===== config.mk =====
export PLATFORM = sky130hd
export DESIGN_NAME = multilevel_priority_ready_queue_flat
export DESIGN_NICKNAME = d
export VERILOG_FILES = /design/src/sv/mpq_pkg.sv /design/src/sv/mpq_if.sv /design/src/sv/multilevel_priority_ready_queue.sv /design/src/flat_wrapper.sv
export SDC_FILE = /design/constraint.sdc
export NUM_CORES = 2
export LEC_CHECK = 0
export BUFFER_PORTS_ARGS = -buffer_cell sky130_fd_sc_hd__clkbuf_2
export CORE_MARGIN = 2
export CORE_UTILIZATION = 60
export DETAILED_ROUTE_END_ITERATION = 8
export PLACE_DENSITY = 0.75
export SYNTH_ARGS = -nofsm -noshare
export SYNTH_HDL_FRONTEND = slang
export SYNTH_SLANG_ARGS = --single-unit

===== constraint.sdc =====
create_clock -name i_clk -period 8.9 [get_ports i_clk]
set_input_delay 2.67 -clock i_clk [delete_from_list [all_inputs] [get_ports i_clk]]
set_output_delay 2.67 -clock i_clk [all_outputs]
set_load 0.005 [all_outputs]

===== src/sv/mpq_pkg.sv =====
// ----------------------------------------------------------------------------
// mpq_pkg
// widths, codes and link types shared by the ready queue and its interfaces
// ----------------------------------------------------------------------------
package mpq_pkg;

    // thread identifiers and link pointers
    localparam int TID_W       = 6;
    localparam int MAX_THREADS = 2 ** TID_W;
    localparam int LINK_W      = TID_W + 1;

    // priority levels
    localparam int LVL_W      = 4;
    localparam int NUM_LEVELS = 11;
    localparam int TOP_LEVEL  = NUM_LEVELS - 1;

    localparam int ACT_W = 2;
    localparam int ST_W  = 3;

    typedef logic [LINK_W-1:0] t_link;

    // null marker: one past the last thread
    localparam t_link NIL = t_link'(MAX_THREADS);

    // request codes
    localparam logic [ACT_W-1:0] ACT_ENQ     = 2'd0;
    localparam logic [ACT_W-1:0] ACT_DEQ     = 2'd1;
    localparam logic [ACT_W-1:0] ACT_PROMOTE = 2'd2;

    // result status codes
    localparam logic [ST_W-1:0] ST_OK        = 3'd0;
    localparam logic [ST_W-1:0] ST_EMPTY     = 3'd1;
    localparam logic [ST_W-1:0] ST_ALREADY   = 3'd2;
    localparam logic [ST_W-1:0] ST_NOTQ      = 3'd3;
    localparam logic [ST_W-1:0] ST_NOTHIGHER = 3'd4;

endpackage


===== src/sv/mpq_if.sv =====
// ----------------------------------------------------------------------------
// mpq interfaces
// valid/ready channels for requests into and results out of the ready queue
// ----------------------------------------------------------------------------
interface mpq_in_if;
    logic                          valid;
    logic                          ready;
    logic [mpq_pkg::ACT_W-1:0]     action;
    logic [mpq_pkg::TID_W-1:0]     thread_id;
    logic [mpq_pkg::LVL_W-1:0]     level;

    modport source (output valid, output action, output thread_id, output level,
                    input ready);
    modport sink   (input valid, input action, input thread_id, input level,
                    output ready);
endinterface

interface mpq_out_if;
    logic                          valid;
    logic                          ready;
    logic [mpq_pkg::TID_W-1:0]     chosen_thread;
    logic [mpq_pkg::LVL_W-1:0]     chosen_level;
    logic                          found;
    logic [mpq_pkg::ST_W-1:0]      status;

    modport source (output valid, output chosen_thread, output chosen_level,
                    output found, output status, input ready);
    modport sink   (input valid, input chosen_thread, input chosen_level,
                    input found, input status, output ready);
endinterface


===== src/sv/multilevel_priority_ready_queue.sv =====
// ----------------------------------------------------------------------------
// multilevel_priority_ready_queue
// eleven-level ready queue of thread ids: enqueue, dequeue highest, promote
// ----------------------------------------------------------------------------
//  channel  dir  beat carries                               handshake
//  i_req    in   action, thread_id, level                   valid/ready
//  o_res    out  chosen_thread, chosen_level, found, status valid/ready
//
//  one request at a time; the state machine owns the link memories
//  immediate results come from idle; a dequeue passes the read state,
//  an enqueue the first push state and, if the level has a tail, the
//  second, which relinks the old tail; a promote reads, then answers
//  not higher or unlinks and appends as an enqueue; each result then
//  passes the pending stage and output register before reaching o_res
//  reset clears queued flags, head/tail tables and the non-empty mask at
//  once; link memories are not cleared and need no sweep
//  a stalled o_res holds its beat; one further finished result may wait in
//  the pending stage, and i_req stays not ready until that stage empties
// ----------------------------------------------------------------------------
module multilevel_priority_ready_queue (
    input  logic       i_clk,
    input  logic       i_rst_n,
    mpq_in_if.sink     i_req,
    mpq_out_if.source  o_res
);

    // one-hot sequencer states
    typedef enum logic [3:0] {
        S_IDLE  = 4'b0001,
        S_RD    = 4'b0010,
        S_PUSH1 = 4'b0100,
        S_PUSH2 = 4'b1000
    } t_state;

    typedef struct packed {
        logic [mpq_pkg::TID_W-1:0] tid;
        logic [mpq_pkg::LVL_W-1:0] lvl;
        logic                      found;
        logic [mpq_pkg::ST_W-1:0]  status;
    } t_result;

    // link memories: next, prev and level of every thread
    mpq_pkg::t_link            next_mem [mpq_pkg::MAX_THREADS];
    mpq_pkg::t_link            prev_mem [mpq_pkg::MAX_THREADS];
    logic [mpq_pkg::LVL_W-1:0] lvl_mem  [mpq_pkg::MAX_THREADS];

    // registered read data
    mpq_pkg::t_link            r_next_q;
    mpq_pkg::t_link            r_prev_q;
    logic [mpq_pkg::LVL_W-1:0] r_lvl_q;

    // per-level tables, non-empty mask and per-thread queued flags
    mpq_pkg::t_link                r_head [mpq_pkg::NUM_LEVELS];
    mpq_pkg::t_link                r_tail [mpq_pkg::NUM_LEVELS];
    logic [mpq_pkg::NUM_LEVELS-1:0] r_mask;
    logic [mpq_pkg::MAX_THREADS-1:0] r_qflag;

    // sequencer
    t_state                    r_state, n_state;
    logic [mpq_pkg::ACT_W-1:0] r_act,   n_act;
    logic [mpq_pkg::TID_W-1:0] r_tid,   n_tid;
    logic [mpq_pkg::LVL_W-1:0] r_lv,    n_lv;
    mpq_pkg::t_link            r_tl,    n_tl;

    // result stages
    t_result r_pend;
    logic    r_pend_v;
    t_result r_out;
    logic    r_out_v;

    logic    res_load;
    t_result res;

    // write ports
    logic                      next_we,  prev_we,  lvl_we;
    logic [mpq_pkg::TID_W-1:0] next_addr, prev_addr, lvl_addr;
    mpq_pkg::t_link            next_wdata, prev_wdata;
    logic [mpq_pkg::LVL_W-1:0] lvl_wdata;

    logic                      head_we, tail_we, mask_we, flag_we;
    logic [mpq_pkg::LVL_W-1:0] head_idx, tail_idx, mask_idx;
    mpq_pkg::t_link            head_wdata, tail_wdata;
    logic                      mask_val, flag_val;

    // request decode
    logic                      in_fire;
    logic [mpq_pkg::LVL_W-1:0] lv_sat;
    logic [mpq_pkg::LVL_W-1:0] top;
    mpq_pkg::t_link            head_top;
    mpq_pkg::t_link            tail_new;
    logic [mpq_pkg::TID_W-1:0] rd_addr;
    logic                      out_free;

    assign in_fire     = i_req.valid && i_req.ready;
    assign i_req.ready = (r_state == S_IDLE) && !r_pend_v;
    assign out_free    = !r_out_v || o_res.ready;

    // levels beyond the top saturate
    assign lv_sat = (i_req.level >= mpq_pkg::LVL_W'(mpq_pkg::NUM_LEVELS))
                  ? mpq_pkg::LVL_W'(mpq_pkg::TOP_LEVEL) : i_req.level;

    // highest non-empty level
    always_comb begin
        top = '0;
        for (int i = 0; i < mpq_pkg::NUM_LEVELS; i++) begin
            if (r_mask[i]) begin
                top = mpq_pkg::LVL_W'(i);
            end
        end
    end

    assign head_top = r_head[top];
    assign tail_new = r_tail[r_lv];

    // dequeue reads the head entry, promote reads the thread's own entry
    assign rd_addr = (i_req.action == mpq_pkg::ACT_DEQ) ? head_top[mpq_pkg::TID_W-1:0]
                                                        : i_req.thread_id;

    // ------------------------------------------------------------------------
    // sequencer: decide, unlink, append
    // ------------------------------------------------------------------------
    always_comb begin
        n_state = r_state;
        n_act   = r_act;
        n_tid   = r_tid;
        n_lv    = r_lv;
        n_tl    = r_tl;

        res_load = 1'b0;
        res      = '{tid: '0, lvl: '0, found: 1'b0, status: mpq_pkg::ST_OK};

        next_we    = 1'b0;
        next_addr  = r_tid;
        next_wdata = mpq_pkg::NIL;
        prev_we    = 1'b0;
        prev_addr  = r_tid;
        prev_wdata = mpq_pkg::NIL;
        lvl_we     = 1'b0;
        lvl_addr   = r_tid;
        lvl_wdata  = r_lv;

        head_we    = 1'b0;
        head_idx   = r_lv;
        head_wdata = mpq_pkg::NIL;
        tail_we    = 1'b0;
        tail_idx   = r_lv;
        tail_wdata = mpq_pkg::NIL;
        mask_we    = 1'b0;
        mask_idx   = r_lv;
        mask_val   = 1'b0;
        flag_we    = 1'b0;
        flag_val   = 1'b0;

        unique case (r_state)
            S_IDLE: begin
                if (in_fire) begin
                    n_act = i_req.action;
                    n_tid = i_req.thread_id;
                    n_lv  = lv_sat;
                    unique case (i_req.action)
                        mpq_pkg::ACT_ENQ: begin
                            if (r_qflag[i_req.thread_id]) begin
                                res_load   = 1'b1;
                                res.status = mpq_pkg::ST_ALREADY;
                            end else begin
                                n_state = S_PUSH1;
                            end
                        end
                        mpq_pkg::ACT_DEQ: begin
                            if (r_mask == '0 || head_top == mpq_pkg::NIL) begin
                                res_load   = 1'b1;
                                res.status = mpq_pkg::ST_EMPTY;
                            end else begin
                                n_tid   = head_top[mpq_pkg::TID_W-1:0];
                                n_lv    = top;
                                n_state = S_RD;
                            end
                        end
                        mpq_pkg::ACT_PROMOTE: begin
                            if (!r_qflag[i_req.thread_id]) begin
                                res_load   = 1'b1;
                                res.status = mpq_pkg::ST_NOTQ;
                            end else begin
                                n_state = S_RD;
                            end
                        end
                        default: begin
                            // unused code: plain ok beat
                            res_load = 1'b1;
                        end
                    endcase
                end
            end

            S_RD: begin
                if (r_act == mpq_pkg::ACT_PROMOTE && r_lv <= r_lvl_q) begin
                    res_load   = 1'b1;
                    res.status = mpq_pkg::ST_NOTHIGHER;
                    n_state    = S_IDLE;
                end else begin
                    // unlink from the old level
                    if (r_prev_q == mpq_pkg::NIL) begin
                        head_we    = 1'b1;
                        head_idx   = r_lvl_q;
                        head_wdata = r_next_q;
                    end else begin
                        next_we    = 1'b1;
                        next_addr  = r_prev_q[mpq_pkg::TID_W-1:0];
                        next_wdata = r_next_q;
                    end
                    if (r_next_q == mpq_pkg::NIL) begin
                        tail_we    = 1'b1;
                        tail_idx   = r_lvl_q;
                        tail_wdata = r_prev_q;
                    end else begin
                        prev_we    = 1'b1;
                        prev_addr  = r_next_q[mpq_pkg::TID_W-1:0];
                        prev_wdata = r_prev_q;
                    end
                    // last thread of the level gone
                    if (r_prev_q == mpq_pkg::NIL && r_next_q == mpq_pkg::NIL) begin
                        mask_we  = 1'b1;
                        mask_idx = r_lvl_q;
                        mask_val = 1'b0;
                    end
                    flag_we  = 1'b1;
                    flag_val = 1'b0;
                    if (r_act == mpq_pkg::ACT_DEQ) begin
                        res_load  = 1'b1;
                        res.tid   = r_tid;
                        res.lvl   = r_lv;
                        res.found = 1'b1;
                        n_state   = S_IDLE;
                    end else begin
                        n_state = S_PUSH1;
                    end
                end
            end

            S_PUSH1: begin
                // append at the tail of the new level
                next_we    = 1'b1;
                next_wdata = mpq_pkg::NIL;
                prev_we    = 1'b1;
                prev_wdata = tail_new;
                lvl_we     = 1'b1;
                if (tail_new == mpq_pkg::NIL) begin
                    head_we    = 1'b1;
                    head_wdata = {1'b0, r_tid};
                end
                tail_we    = 1'b1;
                tail_wdata = {1'b0, r_tid};
                mask_we    = 1'b1;
                mask_val   = 1'b1;
                flag_we    = 1'b1;
                flag_val   = 1'b1;
                n_tl       = tail_new;
                if (tail_new == mpq_pkg::NIL) begin
                    res_load = 1'b1;
                    n_state  = S_IDLE;
                end else begin
                    n_state = S_PUSH2;
                end
            end

            S_PUSH2: begin
                // old tail now points at the new thread
                next_we    = 1'b1;
                next_addr  = r_tl[mpq_pkg::TID_W-1:0];
                next_wdata = {1'b0, r_tid};
                res_load   = 1'b1;
                n_state    = S_IDLE;
            end

            default: begin
                n_state = S_IDLE;
            end
        endcase
    end

    // ------------------------------------------------------------------------
    // link memories, read only when a request is taken
    // ------------------------------------------------------------------------
    always_ff @(posedge i_clk) begin
        if (next_we) begin
            next_mem[next_addr] <= next_wdata;
        end
        if (in_fire) begin
            r_next_q <= next_mem[rd_addr];
        end
    end

    always_ff @(posedge i_clk) begin
        if (prev_we) begin
            prev_mem[prev_addr] <= prev_wdata;
        end
        if (in_fire) begin
            r_prev_q <= prev_mem[rd_addr];
        end
    end

    always_ff @(posedge i_clk) begin
        if (lvl_we) begin
            lvl_mem[lvl_addr] <= lvl_wdata;
        end
        if (in_fire) begin
            r_lvl_q <= lvl_mem[rd_addr];
        end
    end

    // ------------------------------------------------------------------------
    // tables, flags and control
    // ------------------------------------------------------------------------
    always_ff @(posedge i_clk) begin
        if (!i_rst_n) begin
            for (int i = 0; i < mpq_pkg::NUM_LEVELS; i++) begin
                r_head[i] <= mpq_pkg::NIL;
                r_tail[i] <= mpq_pkg::NIL;
            end
            r_mask   <= '0;
            r_qflag  <= '0;
            r_state  <= S_IDLE;
            r_pend_v <= 1'b0;
            r_out_v  <= 1'b0;
        end else begin
            if (head_we) begin
                r_head[head_idx] <= head_wdata;
            end
            if (tail_we) begin
                r_tail[tail_idx] <= tail_wdata;
            end
            if (mask_we) begin
                r_mask[mask_idx] <= mask_val;
            end
            if (flag_we) begin
                r_qflag[r_tid] <= flag_val;
            end
            r_state <= n_state;

            // pending stage feeds the output register
            if (res_load) begin
                r_pend_v <= 1'b1;
            end else if (r_pend_v && out_free) begin
                r_pend_v <= 1'b0;
            end
            if (r_pend_v && out_free) begin
                r_out_v <= 1'b1;
            end else if (o_res.ready) begin
                r_out_v <= 1'b0;
            end
        end
    end

    always_ff @(posedge i_clk) begin
        r_act <= n_act;
        r_tid <= n_tid;
        r_lv  <= n_lv;
        r_tl  <= n_tl;
        if (res_load) begin
            r_pend <= res;
        end
        if (r_pend_v && out_free) begin
            r_out <= r_pend;
        end
    end

    assign o_res.valid         = r_out_v;
    assign o_res.chosen_thread = r_out.tid;
    assign o_res.chosen_level  = r_out.lvl;
    assign o_res.found         = r_out.found;
    assign o_res.status        = r_out.status;

    // ------------------------------------------------------------------------
    // checks
    // ------------------------------------------------------------------------
    logic [mpq_pkg::NUM_LEVELS-1:0] head_live;

    always_comb begin
        for (int i = 0; i < mpq_pkg::NUM_LEVELS; i++) begin
            head_live[i] = (r_head[i] != mpq_pkg::NIL);
        end
    end

    // non-empty mask tracks the head table
    a_mask_head: assert property (@(posedge i_clk) disable iff (!i_rst_n)
        r_mask == head_live)
        else $error("non-empty mask out of step with head table");

    // a dequeued head sits at the level it was found on
    a_deq_level: assert property (@(posedge i_clk) disable iff (!i_rst_n)
        (r_state == S_RD && r_act == mpq_pkg::ACT_DEQ) |-> r_lvl_q == r_lv)
        else $error("dequeued thread level mismatch");

    // relink of the old tail only when one existed
    a_push2_tail: assert property (@(posedge i_clk) disable iff (!i_rst_n)
        (r_state == S_PUSH2) |-> r_tl != mpq_pkg::NIL)
        else $error("old tail relink without a tail");

    // a taken request either keeps the sequencer busy or leaves a result
    a_fire_progress: assert property (@(posedge i_clk) disable iff (!i_rst_n)
        in_fire |=> (r_state != S_IDLE) || r_pend_v)
        else $error("request taken without progress");

    // a pending result moves on as soon as the output slot frees
    a_pend_move: assert property (@(posedge i_clk) disable iff (!i_rst_n)
        (r_pend_v && out_free) |=> r_out_v)
        else $error("pending result not forwarded");

endmodule

===== src/flat_wrapper.sv =====
// flat-port wrapper written by rule: the top's interface ports become plain ports
module multilevel_priority_ready_queue_flat 
  (i_clk, i_rst_n, i_req_valid, i_req_action, i_req_thread_id, i_req_level, i_req_ready, o_res_valid, o_res_chosen_thread, o_res_chosen_level, o_res_found, o_res_status, o_res_ready);
  mpq_in_if i_req_i ();
  mpq_out_if o_res_i ();
  input  logic i_clk;
  input  logic i_rst_n;
  input wire logic [$bits(i_req_i.valid)-1:0] i_req_valid;
  input wire logic [$bits(i_req_i.action)-1:0] i_req_action;
  input wire logic [$bits(i_req_i.thread_id)-1:0] i_req_thread_id;
  input wire logic [$bits(i_req_i.level)-1:0] i_req_level;
  output wire logic [$bits(i_req_i.ready)-1:0] i_req_ready;
  output wire logic [$bits(o_res_i.valid)-1:0] o_res_valid;
  output wire logic [$bits(o_res_i.chosen_thread)-1:0] o_res_chosen_thread;
  output wire logic [$bits(o_res_i.chosen_level)-1:0] o_res_chosen_level;
  output wire logic [$bits(o_res_i.found)-1:0] o_res_found;
  output wire logic [$bits(o_res_i.status)-1:0] o_res_status;
  input wire logic [$bits(o_res_i.ready)-1:0] o_res_ready;
  assign i_req_i.valid = i_req_valid;
  assign i_req_i.action = i_req_action;
  assign i_req_i.thread_id = i_req_thread_id;
  assign i_req_i.level = i_req_level;
  assign i_req_ready = i_req_i.ready;
  assign o_res_valid = o_res_i.valid;
  assign o_res_chosen_thread = o_res_i.chosen_thread;
  assign o_res_chosen_level = o_res_i.chosen_level;
  assign o_res_found = o_res_i.found;
  assign o_res_status = o_res_i.status;
  assign o_res_i.ready = o_res_ready;
  multilevel_priority_ready_queue u_core (.i_clk(i_clk), .i_rst_n(i_rst_n), .i_req(i_req_i), .o_res(o_res_i));
endmodule

* Word level (Yosys, flattened, before mapping)
Memories as Yosys holds them, arrays and structs flattened. A register that Yosys moved wholly into a read port is not among the register bits.
Cells that the tools add are included.
** Cells by class
- $lt $le $gt $ge :: 7
- Eq/ne operators :: 17
- Multiplexer cells :: 120
- Bitwise gates (word level) :: 2
- Reduce and logical (&&, ||, !) cells :: 22
** Operators by type and width (number)
- 2-to-1 mux 4 bit :: 23
- 2-to-1 mux 7 bit :: 11
- bitwise mux 64 bit :: 1
- case mux 7 bit (2 select lines) :: 4
- 2-to-1 mux 6 bit :: 8
- 2-to-1 mux 1 bit :: 44
- equality test 7 bit, second input constant :: 4
- 2-to-1 mux 3 bit :: 8
- case mux 4 bit (3 select lines) :: 2
- less-than comparator 6 x 7 -> 1 bit, second input constant :: 2
- OR reduction 7 bit :: 2
- case mux 1 bit (2 select lines) :: 6
- case mux 6 bit (2 select lines) :: 1
- bitwise mux 11 bit :: 1
- logical NOT 11 bit :: 1
- inequality test 3 bit, second input constant :: 3
- case mux 3 bit (3 select lines) :: 1
- 2-to-1 mux 2 bit :: 4
- logical AND 1 bit :: 7
- binary-select mux 1 bit (select 6 bit) :: 1
- demux 1 bit (select 6 bit) :: 1
- greater-or-equal comparator 6 x 1 -> 1 bit, second input constant :: 1
- case mux 3 bit (2 select lines) :: 1
- less-than comparator 4 x 5 -> 1 bit, second input constant :: 1
- other kinds (23) :: 30
** Storage, ports and cells
- Bits in registers :: 127
- Bits in writable memories :: 1306
- Output and inout bits :: 16
- Logic and storage cells :: 190
- Memories kept :: 5
** Memory list
- u_core.next_mem :: depth 64, width 7, read ports 1, clocked after memory_dff 1, wr ports 1, RTL line multilevel_priority_ready_queue.sv:43 : mpq_pkg::t_link next_mem [mpq_pkg::MAX_THREADS];
- u_core.prev_mem :: depth 64, width 7, read ports 1, clocked after memory_dff 1, wr ports 1, RTL line multilevel_priority_ready_queue.sv:44 : mpq_pkg::t_link prev_mem [mpq_pkg::MAX_THREADS];
- u_core.lvl_mem :: depth 64, width 4, read ports 1, clocked after memory_dff 1, wr ports 1, RTL line multilevel_priority_ready_queue.sv:45 : logic [mpq_pkg::LVL_W-1:0] lvl_mem [mpq_pkg::MAX_THREADS];
- u_core.r_head :: depth 11, width 7, read ports 1, clocked after memory_dff 0, wr ports 11, RTL line multilevel_priority_ready_queue.sv:53 : mpq_pkg::t_link r_head [mpq_pkg::NUM_LEVELS];
- u_core.r_tail :: depth 11, width 7, read ports 1, clocked after memory_dff 1, wr ports 11, RTL line multilevel_priority_ready_queue.sv:54 : mpq_pkg::t_link r_tail [mpq_pkg::NUM_LEVELS];

* Depth between registers and ports, before layout
An unclocked memory read counts as a cell.
- Word-level depth :: 18
- Gate-level depth with buffers :: 17
- Mapped depth without buffers :: 13

* Worst setup path after synthesis
OpenSTA, ideal clock, no wires.
- Path kind :: input -> register
- Start point :: in i_req_thread_id[0]
- End point :: reg u_core.r_pend[0] (netlist name), enable pin
- Setup time :: 0.347 ns
- Arrival time :: 5.720 ns
- Data required time :: 8.553 ns
- Setup slack :: 2.833 ns
- Stages :: 11
- Path buffers :: 2
- Cell sequence :: clkbuf_1 buf_1 mux4_2 mux4_2 mux2_2 nand2_1 o21ai_0 mux2i_1 o21ai_1 o21ai_0 nand2_1
** Between the ends
- Cells in the longest elaborated chain, start to end :: 6
- Elaborated cells between the ends (all ways) :: 7
** Ends and longest elaborated chain
- start: declaration :: RTL line flat_wrapper.sv:10 : input wire logic [$bits(i_req_i.thread_id)-1:0] i_req_thread_id;
- binary-select mux 1 bit (select 6 bit) (*) :: RTL line multilevel_priority_ready_queue.sv:162, multilevel_priority_ready_queue.sv:180
- 2-to-1 mux 1 bit (not written as such) (*) :: RTL line multilevel_priority_ready_queue.sv:162, multilevel_priority_ready_queue.sv:180
- 2-to-1 mux 1 bit (on tied branches) :: RTL line multilevel_priority_ready_queue.sv:180, multilevel_priority_ready_queue.sv:162
- case mux 1 bit (3 select lines) (*) :: RTL line multilevel_priority_ready_queue.sv:160 : unique case (i_req.action)
- 2-to-1 mux 1 bit (*) :: RTL line multilevel_priority_ready_queue.sv:156 : if (in_fire) begin
- case mux 1 bit (4 select lines) (*) :: RTL line multilevel_priority_ready_queue.sv:154 : unique case (r_state)
- via u_core.res_load :: RTL line multilevel_priority_ready_queue.sv:71 : logic res_load;
- end signal: assignment :: RTL line multilevel_priority_ready_queue.sv:360 : r_pend <= res;
- end: declaration :: RTL line multilevel_priority_ready_queue.sv:66 : t_result r_pend;
The timed path passes the listed nets; every way through them passes the cells marked *. The select of a mux whose other input is x is not followed.
A chain may end at the register's enable or synchronous reset.

* Worst setup path after layout
- Start point :: in i_req_action[1]
- End point :: reg u_core.r_lvl_q[1] (netlist name) (read register of u_core.lvl_mem), data pin
** Between the ends
- Cells in the longest elaborated chain, start to end :: 2
** Ends and longest elaborated chain
- start: declaration :: RTL line flat_wrapper.sv:9 : input wire logic [$bits(i_req_i.action)-1:0] i_req_action;
- equality test 2 x 1 -> 1 bit :: RTL line multilevel_priority_ready_queue.sv:116 : assign rd_addr = (i_req.action == mpq_pkg::ACT_DEQ) ? head_top[mpq_pkg::TID_W-1:0]
- 2-to-1 mux 6 bit :: RTL line multilevel_priority_ready_queue.sv:116
- end: declaration :: RTL line multilevel_priority_ready_queue.sv:50 : logic [mpq_pkg::LVL_W-1:0] r_lvl_q;
Every way passes these cells.

==> flow_metrics.env <==
export IMPL_cp_end_kind="flop"
export IMPL_yosys_warnings=0
export IMPL_grt_max_degree=179
export IMPL_ios=32
export IMPL_synth_nets=4829
export IMPL_fin_setup_tns_ns=0
export IMPL_required_ns=9.41
export IMPL_hp_class="reg -> reg"
export IMPL_start_util_pct=60.24
export IMPL_rsz0062_at_grt="false"
export IMPL_synth_edff_count=1395
export IMPL_post_cts_resized=0
export IMPL_avgSynthCellArea_um2=12.94
export IMPL_pwr_share_seq_pct=52.4
export IMPL_num_vias=41350
export IMPL_die_area_mm2=0.1062
export IMPL_syn_inst=4805
export IMPL_die_x_um=325.9
export IMPL_leakagePower_nw=21.96
export IMPL_ys_ff_latch=1494
export IMPL_fin_crit_sh_pct=69.42
export IMPL_area_delta_synth_final_pct=9.465
export IMPL_drive_above_1_share_pct=10.02
export IMPL_synth_cell_type_count=84
export IMPL_fin_worst_skew_ns=0.02921
export IMPL_final_max_slew_violation_count=0
export IMPL_tightest_slew_ns=1.304
export IMPL_stdcell_count=6261
export IMPL_wl_per_cell_um=27.20
export IMPL_grt_pass1_vias=39440
export IMPL_clock_fmax_mhz=161.8
export IMPL_vias_per_cell=6.605
export IMPL_final_area_mm2=0.06805
export IMPL_p_int_mw=11.35
export IMPL_finalHoldViolCount=0
export IMPL_wirelength_um=170300
export IMPL_overflow=0
export IMPL_cts_setup_buffers=0
export IMPL_antenna_found_initial=3
export IMPL_final_util_pct=65.94
export IMPL_dp_slack_ns=2.120
export IMPL_holdWs_ns=0.4243
export IMPL_status="finished, final reports clean"
export IMPL_clock_path_buffers=3
export IMPL_arrival_ns=6.69
export IMPL_cts_hold_buf=0
export IMPL_start_kind="primary input"
export IMPL_finalPower_mw=14.78
export IMPL_async_reset_ff_share_pct=0
export IMPL_power_switching_mw=3.429
export IMPL_die_y_um=325.9
export IMPL_clock_latency_ns=0.77
export IMPL_antennaDiodeCount=0
export IMPL_p_clk_share_pct=40.7
export IMPL_sw_frac_of_total_pct=23.21
export IMPL_synth_area_mm2=0.06217
export IMPL_critical_path_max_fanout=37
export IMPL_coreArea_mm2=0.1032
export IMPL_cts_sinks=1494
export IMPL_finalWorstSetupSlack_ns=2.721
export IMPL_ir_worst_vdd_v=0.0001797
export IMPL_gp_congestion=0.9544
export IMPL_rows=118
export IMPL_setup_violations=0
export IMPL_ant_nets=0
export IMPL_root_buffer="clkbuf_16"
export IMPL_seq_area_mm2=0.04387
export IMPL_p_per_area_mw_per_mm2=217.2
export IMPL_ys_flop_type="edfxtp_1"
export IMPL_cts_tree="built"
export IMPL_yosysSeqAreaShare_pct=70.57
export IMPL_htree_num_levels=4
export IMPL_first_pass_iters=7
export IMPL_multi_input_comb_area_mm2=0.01696
export IMPL_pwr_share_comb_pct=6.9
export IMPL_hpwl_um=107100
export IMPL_min_period_ns=6.179
export IMPL_dpl_cell_area_mm2=0.06347
export IMPL_drv_cap=0
export IMPL_drt_iter0_drc=7278
export IMPL_grt_pass1_wl_um=251800
export IMPL_drc=0
export IMPL_io_buffers=31
export IMPL_gr_usage_all_layers_pct=31.88
export IMPL_slew_headroom_pct=12.81
export IMPL_fillCellCount=7151
export IMPL_cts_clk_slew_worst_paths_ns=0.06
export IMPL_cts_buffers=149
export IMPL_path_class="in -> reg"
export IMPL_final_nets=4791
export IMPL_dp_cells=5996
-- sequential cells by signal (all words and copies together) (netlist names), 7 cells and up, named ones only --
signal	flops
u_core.lvl_mem	256
u_core.next_mem	448
u_core.prev_mem	448
u_core.r_head	81
u_core.r_mask	11
u_core.r_next_q	7
u_core.r_pend	14
u_core.r_prev_q	7
u_core.r_qflag	64
u_core.r_tail	112
-- layer usage --
layer  share of wire, %  GRT usage (%)
met1                 37          44.40
met2                 46          48.60
met3                 11          6.363
met4                5.2          15.78
met5                  0              0
-- cells by family (layout without fill, tap and decap cells) --
kind of cell | after synthesis | count (layout) | synth area share (%)
simple gates | 2249 | 2249 | 15.82
buf+inv | 327 | 403 | 2.325
fa+ha+maj | 8 | 8 | 0.1610
mux | 154 | 154 | 4.388
compound gates | 573 | 573 | 6.736
flops | 1494 | 1494 | 70.57
-- worst max-delay path: stages --
cell and delay [ns]:
clkbuf_2 0.12, inv_1 0.08, ha_1 0.15, buf_4 0.38, clkinv_1 0.36, o41a_2 0.84, nand2_1 0.70, nor2_1 0.34
buf_4 0.31, a22oi_1 0.22, o311ai_1 0.16, a211o_1 0.33
-- cell usage after synthesis, types with 8 or more instances --
master	count	area share [%]
edfxtp_1	1395	67
nand2_1	1008	6.1
nand3_1	514	4.1
nor2_1	450	2.7
clkbuf_1	151	0.91
o21a_1	136	1.6
a21oi_1	118	0.95
dfxtp_1	99	3.2
mux4_2	94	3.4
buf_2	90	0.72
nand4_1	75	0.75
o21ai_0	70	0.56
mux2i_1	52	0.84
a31oi_1	45	0.45
nor2b_1	41	0.41
buf_1	34	0.21
nor3_1	33	0.27
inv_1	28	0.17
a22o_1	22	0.31
a32oi_1	22	0.31
or3_1	21	0.21
and2_1	20	0.20
nand2b_1	16	0.16
o2111ai_1	16	0.23
a2111o_1	15	0.27
a221oi_2	15	0.36
buf_4	14	0.17
a22oi_1	12	0.14
a211oi_1	10	0.12
and3_1	10	0.10
nor2_2	10	0.10
a221oi_1	8	0.11
ha_1	8	0.16
mux2_2	8	0.14
nor4_1	8	0.081
-- worst paths after layout --
path / start / endpoint / slack, ns / depth (start not counted)
worst max-delay path: i_req_action[1] / u_core.r_lvl_q[1] / 2.72 / 12
worst min-delay path: u_core.r_pend[2] / u_core.o_res.status[2] / 0.42 / 0
worst max register to register: u_core.r_mask[9] / u_core.r_next_q[3] / 3.35 / 11
worst min register to register: u_core.r_pend[2] / u_core.o_res.status[2] / 0.42 / 0
-- power groups by stage --
stage / Clock, mW / Combinational, mW / Sequential [mW]
2_1_floorplan: 0 / 0.659 / 7.85
3_3_place_gp: 0 / 0.979 / 7.89
4_1_cts: 6.02 / 0.999 / 7.74
6_report: 6.01 / 1.02 / 7.74
5_1_grt: 6.28 / 1.08 / 7.74
3_5_place_dp: 0 / 0.994 / 7.89
-- placed cells by master, fill, tap and decap left out, types with 9 or more instances in the layout --
| cell | netlist | routed |
|---|---|---|
| clkinv_1 | 3 | 34 |
| nor2b_1 | 41 | 40 |
| o2111ai_1 | 16 | 16 |
| or3_1 | 21 | 21 |
| a22oi_1 | 12 | 12 |
| nand2b_1 | 16 | 16 |
| a2111o_1 | 15 | 15 |
| nor2_2 | 10 | 11 |
| buf_4 | 14 | 71 |
| dfxtp_1 | 99 | 98 |
| bufinv_16 | 0 | 9 |
| a21oi_1 | 118 | 116 |
| mux4_2 | 94 | 94 |
| inv_1 | 28 | 28 |
| clkbuf_2 | 0 | 30 |
| clkinv_2 | 0 | 22 |
| o21a_1 | 136 | 136 |
| a31oi_1 | 45 | 45 |
| a211oi_1 | 10 | 10 |
| and2_1 | 20 | 20 |
| edfxtp_1 | 1395 | 1395 |
| nor2_1 | 450 | 448 |
| nor3_1 | 33 | 33 |
| clkbuf_16 | 0 | 150 |
| nand4_1 | 75 | 75 |
| a221oi_2 | 15 | 15 |
| mux2i_1 | 52 | 52 |
| nand3_1 | 514 | 514 |
| nand2_1 | 1008 | 1008 |
| clkbuf_1 | 151 | 38 |
| o21ai_0 | 70 | 69 |
| a22o_1 | 22 | 11 |
| a22o_2 | 0 | 11 |
| a32oi_1 | 22 | 22 |
| and3_1 | 10 | 10 |
-- final cells by class --
class,instances,area share (%)
Inverter,31,0.1710
Clock inverter,74,0.9359
Sequential cell,1494,64.47
Tap cell,1380,2.537
Timing Repair Buffer,107,1.180
Multi-Input combinational cell,2984,24.92
Clock buffer,191,5.786
No activity file was read; power rests on OpenSTA's default activity.
